[src/hw/rtl/rhc_pkg.sv]
`default_nettype none

package rhc_pkg;

  // Channel and result widths
  localparam int unsigned ChanW = 8;
  localparam int unsigned HueW  = 15;
  localparam int unsigned QuoW  = 12;

  // Number of division cells: one quotient bit per cell
  localparam int unsigned NumCells = QuoW;

  // Hue scale: one sixth of a turn and a full turn in 1/64-degree units
  localparam logic [HueW-1:0] HueSixth  = HueW'(3840);
  localparam logic [HueW-1:0] HueTurn   = HueW'(23040);
  localparam logic [HueW-1:0] HueGreen  = HueW'(7680);
  localparam logic [HueW-1:0] HueBlue   = HueW'(15360);

  // Dividend multipliers
  localparam int unsigned HueDivW = ChanW + QuoW;
  localparam logic [QuoW-1:0] HueMul = QuoW'(3840);
  localparam logic [ChanW-1:0] SatMul = ChanW'(255);

  // One restoring-division lane: partial remainder, divisor and the
  // combined dividend/quotient shift word
  typedef struct packed {
    logic [ChanW-1:0] rem;
    logic [ChanW-1:0] dvs;
    logic [QuoW-1:0]  nq;
  } rhc_lane_t;

  // Data that rides along the cell row
  typedef struct packed {
    rhc_lane_t        hue_lane;
    rhc_lane_t        sat_lane;
    logic [HueW-1:0]  base;
    logic             red_max;
    logic             neg;
    logic             grey;
    logic [ChanW-1:0] val;
  } rhc_cell_t;

endpackage

`default_nettype wire

[src/hw/rtl/rgb_to_hsv_converter_unit.sv]
// Path: an accepted pixel passes the front register, twelve division cells
// and the output register before its result reaches the master side.
// Throughput: one pixel per cycle unless the master side stalls; each cell resolves
// one quotient bit of both the hue and the saturation division and passes the pixel on.
// Reset: rst_ni clears all valid flags asynchronously; no pixel is in flight
// and the block is ready for input right after reset.
`default_nettype none

module rgb_to_hsv_converter_unit (
  input  wire         clk_i,
  input  wire         rst_ni,
  input  wire         s_axis_tvalid,
  output logic        s_axis_tready,
  // red [7:0], green [15:8], blue [23:16]
  input  wire  [23:0] s_axis_tdata,
  output logic        m_axis_tvalid,
  input  wire         m_axis_tready,
  // hue [14:0], saturation [22:15], brightness_value [30:23], zero [31]
  output logic [31:0] m_axis_tdata
);

  localparam int unsigned N = rhc_pkg::NumCells;

  logic               front_valid, front_ready;
  rhc_pkg::rhc_cell_t front_data;

  logic               cell_valid [N];
  logic               cell_ready [N];
  rhc_pkg::rhc_cell_t cell_data  [N];

  logic               out_valid_q;
  logic [rhc_pkg::HueW-1:0]  hue_q, hue_d;
  logic [rhc_pkg::ChanW-1:0] sat_q, sat_d, val_q;
  logic               last_ready;

  // Extremes, sector and dividends
  rhc_front u_front (
    .clk_i       (clk_i),
    .rst_ni      (rst_ni),
    .in_valid_i  (s_axis_tvalid),
    .in_ready_o  (s_axis_tready),
    .red_i       (s_axis_tdata[7:0]),
    .green_i     (s_axis_tdata[15:8]),
    .blue_i      (s_axis_tdata[23:16]),
    .out_valid_o (front_valid),
    .out_ready_i (front_ready),
    .out_o       (front_data)
  );

  // Row of division cells
  for (genvar i = 0; i < N; i++) begin : g_cell
    if (i == 0) begin : g_first
      rhc_div_cell u_cell (
        .clk_i       (clk_i),
        .rst_ni      (rst_ni),
        .in_valid_i  (front_valid),
        .in_ready_o  (front_ready),
        .in_i        (front_data),
        .out_valid_o (cell_valid[i]),
        .out_ready_i (cell_ready[i]),
        .out_o       (cell_data[i])
      );
    end else begin : g_next
      rhc_div_cell u_cell (
        .clk_i       (clk_i),
        .rst_ni      (rst_ni),
        .in_valid_i  (cell_valid[i-1]),
        .in_ready_o  (cell_ready[i-1]),
        .in_i        (cell_data[i-1]),
        .out_valid_o (cell_valid[i]),
        .out_ready_i (cell_ready[i]),
        .out_o       (cell_data[i])
      );
    end
  end

  assign last_ready   = !out_valid_q || m_axis_tready;
  assign cell_ready[N-1] = last_ready;

  // Apply sector base, floor correction for negative offsets, and grey case
  always_comb begin
    logic [rhc_pkg::HueW-1:0] q;
    logic [rhc_pkg::HueW-1:0] top;
    logic                     inexact;
    q       = rhc_pkg::HueW'(cell_data[N-1].hue_lane.nq);
    inexact = (cell_data[N-1].hue_lane.rem != '0);
    top     = cell_data[N-1].red_max ? rhc_pkg::HueTurn : cell_data[N-1].base;
    if (cell_data[N-1].grey) begin
      hue_d = '0;
      sat_d = '0;
    end else begin
      if (cell_data[N-1].neg) begin
        hue_d = top - q - rhc_pkg::HueW'(inexact);
      end else begin
        hue_d = cell_data[N-1].base + q;
      end
      sat_d = cell_data[N-1].sat_lane.nq[rhc_pkg::ChanW-1:0];
    end
  end

  // Output register: hold while the sink stalls
  always_ff @(posedge clk_i or negedge rst_ni) begin
    if (!rst_ni) begin
      out_valid_q <= 1'b0;
    end else if (last_ready) begin
      out_valid_q <= cell_valid[N-1];
    end
  end

  always_ff @(posedge clk_i) begin
    if (last_ready && cell_valid[N-1]) begin
      hue_q <= hue_d;
      sat_q <= sat_d;
      val_q <= cell_data[N-1].val;
    end
  end

  assign m_axis_tvalid = out_valid_q;
  assign m_axis_tdata  = {1'b0, val_q, sat_q, hue_q};

  // Hue stays below a full turn
  a_hue_range: assert property (@(posedge clk_i) disable iff (!rst_ni)
    out_valid_q |-> (hue_q < rhc_pkg::HueTurn))
    else $error("hue out of range");

  // Zero saturation only for grey pixels, whose hue is zero
  a_grey_hue: assert property (@(posedge clk_i) disable iff (!rst_ni)
    (out_valid_q && (sat_q == '0)) |-> (hue_q == '0))
    else $error("zero saturation with nonzero hue");

  // Empty output register lets the whole row accept
  a_ready_chain: assert property (@(posedge clk_i) disable iff (!rst_ni)
    !out_valid_q |-> s_axis_tready)
    else $error("input stalled with empty output register");

endmodule

`default_nettype wire

[src/hw/rtl/rhc_front.sv]
`default_nettype none

module rhc_front (
  input  wire                           clk_i,
  input  wire                           rst_ni,
  input  wire                           in_valid_i,
  output logic                          in_ready_o,
  input  wire  [rhc_pkg::ChanW-1:0]     red_i,
  input  wire  [rhc_pkg::ChanW-1:0]     green_i,
  input  wire  [rhc_pkg::ChanW-1:0]     blue_i,
  output logic                          out_valid_o,
  input  wire                           out_ready_i,
  output rhc_pkg::rhc_cell_t            out_o
);

  logic                      valid_q;
  rhc_pkg::rhc_cell_t        data_q, data_d;

  logic [rhc_pkg::ChanW-1:0] mx, mn, delta, op_a, op_b, mag;
  logic                      red_max, green_max, neg;
  logic [rhc_pkg::HueDivW-1:0] hue_dvd;
  logic [2*rhc_pkg::ChanW-1:0] sat_dvd;

  // Find extremes and pick the sector, red winning ties before green
  always_comb begin
    mx = red_i;
    mn = red_i;
    if (green_i > mx) mx = green_i;
    if (blue_i > mx) mx = blue_i;
    if (green_i < mn) mn = green_i;
    if (blue_i < mn) mn = blue_i;
    delta = mx - mn;

    red_max   = (mx == red_i);
    green_max = !red_max && (mx == green_i);

    if (red_max) begin
      op_a = green_i;
      op_b = blue_i;
    end else if (green_max) begin
      op_a = blue_i;
      op_b = red_i;
    end else begin
      op_a = red_i;
      op_b = green_i;
    end
    neg = (op_a < op_b);
    mag = neg ? (op_b - op_a) : (op_a - op_b);

    hue_dvd = rhc_pkg::HueDivW'(mag) * rhc_pkg::HueDivW'(rhc_pkg::HueMul);
    sat_dvd = (2*rhc_pkg::ChanW)'(delta) * (2*rhc_pkg::ChanW)'(rhc_pkg::SatMul);

    data_d.hue_lane.rem = hue_dvd[rhc_pkg::HueDivW-1 -: rhc_pkg::ChanW];
    data_d.hue_lane.dvs = delta;
    data_d.hue_lane.nq  = hue_dvd[rhc_pkg::QuoW-1:0];
    data_d.sat_lane.rem = rhc_pkg::ChanW'(sat_dvd[2*rhc_pkg::ChanW-1:rhc_pkg::QuoW]);
    data_d.sat_lane.dvs = mx;
    data_d.sat_lane.nq  = sat_dvd[rhc_pkg::QuoW-1:0];
    data_d.base    = red_max ? '0 : (green_max ? rhc_pkg::HueGreen : rhc_pkg::HueBlue);
    data_d.red_max = red_max;
    data_d.neg     = neg;
    data_d.grey    = (delta == '0);
    data_d.val     = mx;
  end

  assign in_ready_o = !valid_q || out_ready_i;

  // Hold or advance the request
  always_ff @(posedge clk_i or negedge rst_ni) begin
    if (!rst_ni) begin
      valid_q <= 1'b0;
    end else if (in_ready_o) begin
      valid_q <= in_valid_i;
    end
  end

  always_ff @(posedge clk_i) begin
    if (in_ready_o && in_valid_i) begin
      data_q <= data_d;
    end
  end

  assign out_valid_o = valid_q;
  assign out_o       = data_q;

endmodule

`default_nettype wire

[src/hw/rtl/rhc_div_cell.sv]
`default_nettype none

module rhc_div_cell (
  input  wire                  clk_i,
  input  wire                  rst_ni,
  input  wire                  in_valid_i,
  output logic                 in_ready_o,
  input  wire rhc_pkg::rhc_cell_t in_i,
  output logic                 out_valid_o,
  input  wire                  out_ready_i,
  output rhc_pkg::rhc_cell_t   out_o
);

  logic               valid_q;
  rhc_pkg::rhc_cell_t data_q, data_d;

  // One restoring step: shift in the next dividend bit, subtract if it fits
  function automatic rhc_pkg::rhc_lane_t div_step(input rhc_pkg::rhc_lane_t l);
    logic [rhc_pkg::ChanW:0] trial;
    logic                    fit;
    rhc_pkg::rhc_lane_t      res;
    trial   = {l.rem, l.nq[rhc_pkg::QuoW-1]};
    fit     = (trial >= {1'b0, l.dvs});
    res.dvs = l.dvs;
    res.rem = fit ? rhc_pkg::ChanW'(trial - {1'b0, l.dvs}) : trial[rhc_pkg::ChanW-1:0];
    res.nq  = {l.nq[rhc_pkg::QuoW-2:0], fit};
    return res;
  endfunction

  always_comb begin
    data_d          = in_i;
    data_d.hue_lane = div_step(in_i.hue_lane);
    data_d.sat_lane = div_step(in_i.sat_lane);
  end

  assign in_ready_o = !valid_q || out_ready_i;

  // Hold or advance the request
  always_ff @(posedge clk_i or negedge rst_ni) begin
    if (!rst_ni) begin
      valid_q <= 1'b0;
    end else if (in_ready_o) begin
      valid_q <= in_valid_i;
    end
  end

  always_ff @(posedge clk_i) begin
    if (in_ready_o && in_valid_i) begin
      data_q <= data_d;
    end
  end

  assign out_valid_o = valid_q;
  assign out_o       = data_q;

endmodule

`default_nettype wire
[config.mk]
export PLATFORM = sky130hd
export DESIGN_NAME = rgb_to_hsv_converter_unit
export DESIGN_NICKNAME = d
export VERILOG_FILES = /design/src/hw/rtl/rhc_pkg.sv /design/src/hw/rtl/rgb_to_hsv_converter_unit.sv /design/src/hw/rtl/rhc_front.sv /design/src/hw/rtl/rhc_div_cell.sv
export SDC_FILE = /design/constraint.sdc
export NUM_CORES = 1
export LEC_CHECK = 0
export BUFFER_PORTS_ARGS = -buffer_cell sky130_fd_sc_hd__clkbuf_2
export CAP_MARGIN = 15
export CORE_AREA = 4 4 365 295
export DETAILED_ROUTE_END_ITERATION = 16
export DIE_AREA = 0 0 369 299
export PLACE_DENSITY_LB_ADDON = 0.05
export SYNTH_ARGS = -nofsm -noshare
export SYNTH_HDL_FRONTEND = slang
export SYNTH_HIERARCHICAL = 1
export SYNTH_SLANG_ARGS = --single-unit
[constraint.sdc]
create_clock -name clk_i -period 7.1 [get_ports clk_i]
set_input_delay 1.42 -clock clk_i [delete_from_list [all_inputs] [get_ports clk_i]]
set_output_delay 1.42 -clock clk_i [all_outputs]
set_load 0.1 [all_outputs]
==> impl_results.md <==
- CTS Buf Count: between 100 and 150
- Worst Skew: 55.0 ps
- Root buffer cell: clkbuf_16
- Routed vias/inst: 5.12
- Dpl cells: 5105
- Crit path max-delay cell type: fa_1
- Horiz. Die Dim: 369 um
- Vias in the first global route: 28500
- Unrepaired setup endpoints after global routing: true
- Die Y: roughly 300 um
- Final min period: 8330 ps
- Synthesized cell area: 49300 um^2
- Failing checks: negative setup slack
- Ys Warns: 6
- DR DRC count: 0
- DP Area: 53200 um^2
- Number of top-level pins: 62
- Die area: 110000 um^2
- Antenna violations before repair: 0
- Crit Path Max Fanout: 5
- Worst path most repeated cell: fa_1
- Slew HR: 0.321
- Ant diodes: 0
- CP Launch Type: primary input
- Total number of vias: about 27000
- Outcome: finished, violations left
- Remaining global-route overflow: 0
- Crit-path max cell delay: just under 600 ps
- DP HPWL: 66.8 mm
- Worst setup margin: -1230 ps
- Clock Tree Buf Depth: 3
- Final Slew Violations: 0
- Hold Vio Cnt, Final: 0
- DR pass1 iterations: 5
- Worst skew pair latency: 680 ps
- Critical path class: in2reg
- Port bufs: 60
- CP Capture Type: register
- FP Rows: between 100 and 150
- Pre-CTS setup slack: -2170 ps
- GRT Overall Usage: 0.168
- Share of layout cells above drive strength 1: 0.226
- Reg clk slew, reported paths: 60 ps
- Drt wl/cell: 17.2 um
- Final setup fails: 21
- Clock sink total: around 1000
- Routed WL: 91.6 mm
- Slew of the pin with the lowest slew margin: 1020 ps
- Max-cap violations: 0
- Worst EP required: approximately 7500 ps
- Worst hold path type: reg2reg
- Fin nets: ~4300
- CTS tree: built
- Mean post-synth cell area: 14.2 um^2
- Cts hold-fix bufs: 0
- GP Congestion: 0.848
- Final hold slack: 385 ps
- Post-route ant nets: 0
- Layout Cell Area excl Fill: 57800 um^2
- Layout Cells excl Fill: 5341
- Global-route wire length before repair: 150 mm
- Depth of the CTS H-tree: 3
- CORE AREA: 104000 um^2
- Largest net degree at the start of global routing: 68
- Initial Util: 0.474
- Cells after Synth: 3477
- Tcrit/Tclk final: 1.17
- Max Freq: 120 MHz
- DRT iter0 DRCs: 1450
- Syn-to-layout area delta: 17.3%
- Crit path arrival time: 8750 ps
[stage by stage]
step                utilization  TNS (ps)
detailed placement        0.512    -36430
global route              0.556    -21130
global placement          0.512    -33010
CTS                       0.552    -14950
floorplan                     -    -26360
finish                    0.556    -16970
[layer usage]
metal / wire length, um / GRT usage / vias to the layer above
met5: 0 / 0 / -
met4: 2360 / 0.0474 / 0
met3: 2520 / 0.0259 / 155
met2: 44600 / 0.288 / 351
met1: 42200 / 0.223 / 13300
li1: - / - / 13500
[cell usage in the layout (no fill, tap or decap), types with 15 or more instances in the layout]
cell and count:
fa_1 65, mux2_2 135, ha_4 31, edfxtp_1 998
inv_1 379, clkinv_1 23, nor4_1 16, nor3_1 74
o21a_1 31, o31a_1 20, a211o_1 22, clkbuf_16 102
mux2i_1 94, nand3_1 64, a311o_1 15, xor2_1 32
a31oi_1 20, o21ai_2 26, nor2_1 119, nor2b_1 49
clkbuf_1 18, clkbuf_2 52, o21ai_0 58, a21oi_2 24
nand2_1 67, ha_1 290, buf_6 35, and3_1 20
a21o_1 78, a21oi_1 143, a211oi_1 23, nand2b_1 81
inv_2 35, buf_4 230, conb_1 23, xnor2_1 92
[final cells by class]
type | count | area, um^2
fillers | 8368 | 46200
flip-flops and latches | 1012 | 30300
multi-input cells | 1989 | 18200
clock buffers | 121 | 2630
repair buffers | 327 | 2560
well taps | 1404 | 1760
inverters | 418 | 1580
clock inverters | 70 | 785
[repair_timing]
item	CTS	global route
setup buffers	39	16
endpoints found under the setup margin	21	21
pin swaps	100	73
hold endpoints to repair	0	0
resized for setup	93	84
[critical path, delay by kind of cell]
kind | cells | cell delay [ps]
adder cells (fa/ha/maj) | 8 | 3230
AO/OA/AOI/OAI | 13 | 2160
buffers and inverters | 8 | 730
multiplexers | 2 | 600
AND/OR/NAND/NOR | 3 | 330
XOR/XNOR | 2 | 230
[flip-flops by register name (all words and copies together), names as in the netlist]
name                               count
m_axis_tvalid                          1
hue_q                                 15
g_cell.g_first.u_cell/out_o           81
sat_q                                  8
val_q                                  8
g_cell.g_next.u_cell/out_o           837
u_front/out_o                         49
u_front/out_valid_o                    1
g_cell.g_first.u_cell/out_valid_o      1
g_cell.g_next.u_cell/out_valid_o      11
[worst paths after layout]
kind	start	to	slack (ps)	cells past startpoint
max in group asynchronous	rst_ni	g_cell[2].g_next.u_cell/out_valid_o	6100	1
hold / removal	g_cell[0].g_first.u_cell/out_o[23]	g_cell[1].g_next.u_cell/out_o[23]	380	0
setup / recovery	s_axis_tdata[1]	u_front/out_o[48]	-1230	36
setup reg to reg	m_axis_tvalid	g_cell[1].g_next.u_cell/out_o[68]	3250	14
min in group asynchronous	rst_ni	g_cell[6].g_next.u_cell/out_valid_o	660	1
hold reg to reg	g_cell[0].g_first.u_cell/out_o[23]	g_cell[1].g_next.u_cell/out_o[23]	380	0
Power is left out: the tool's default activity adds up to more than one toggle a clock period on the data nets, which glitch-free logic cannot reach.
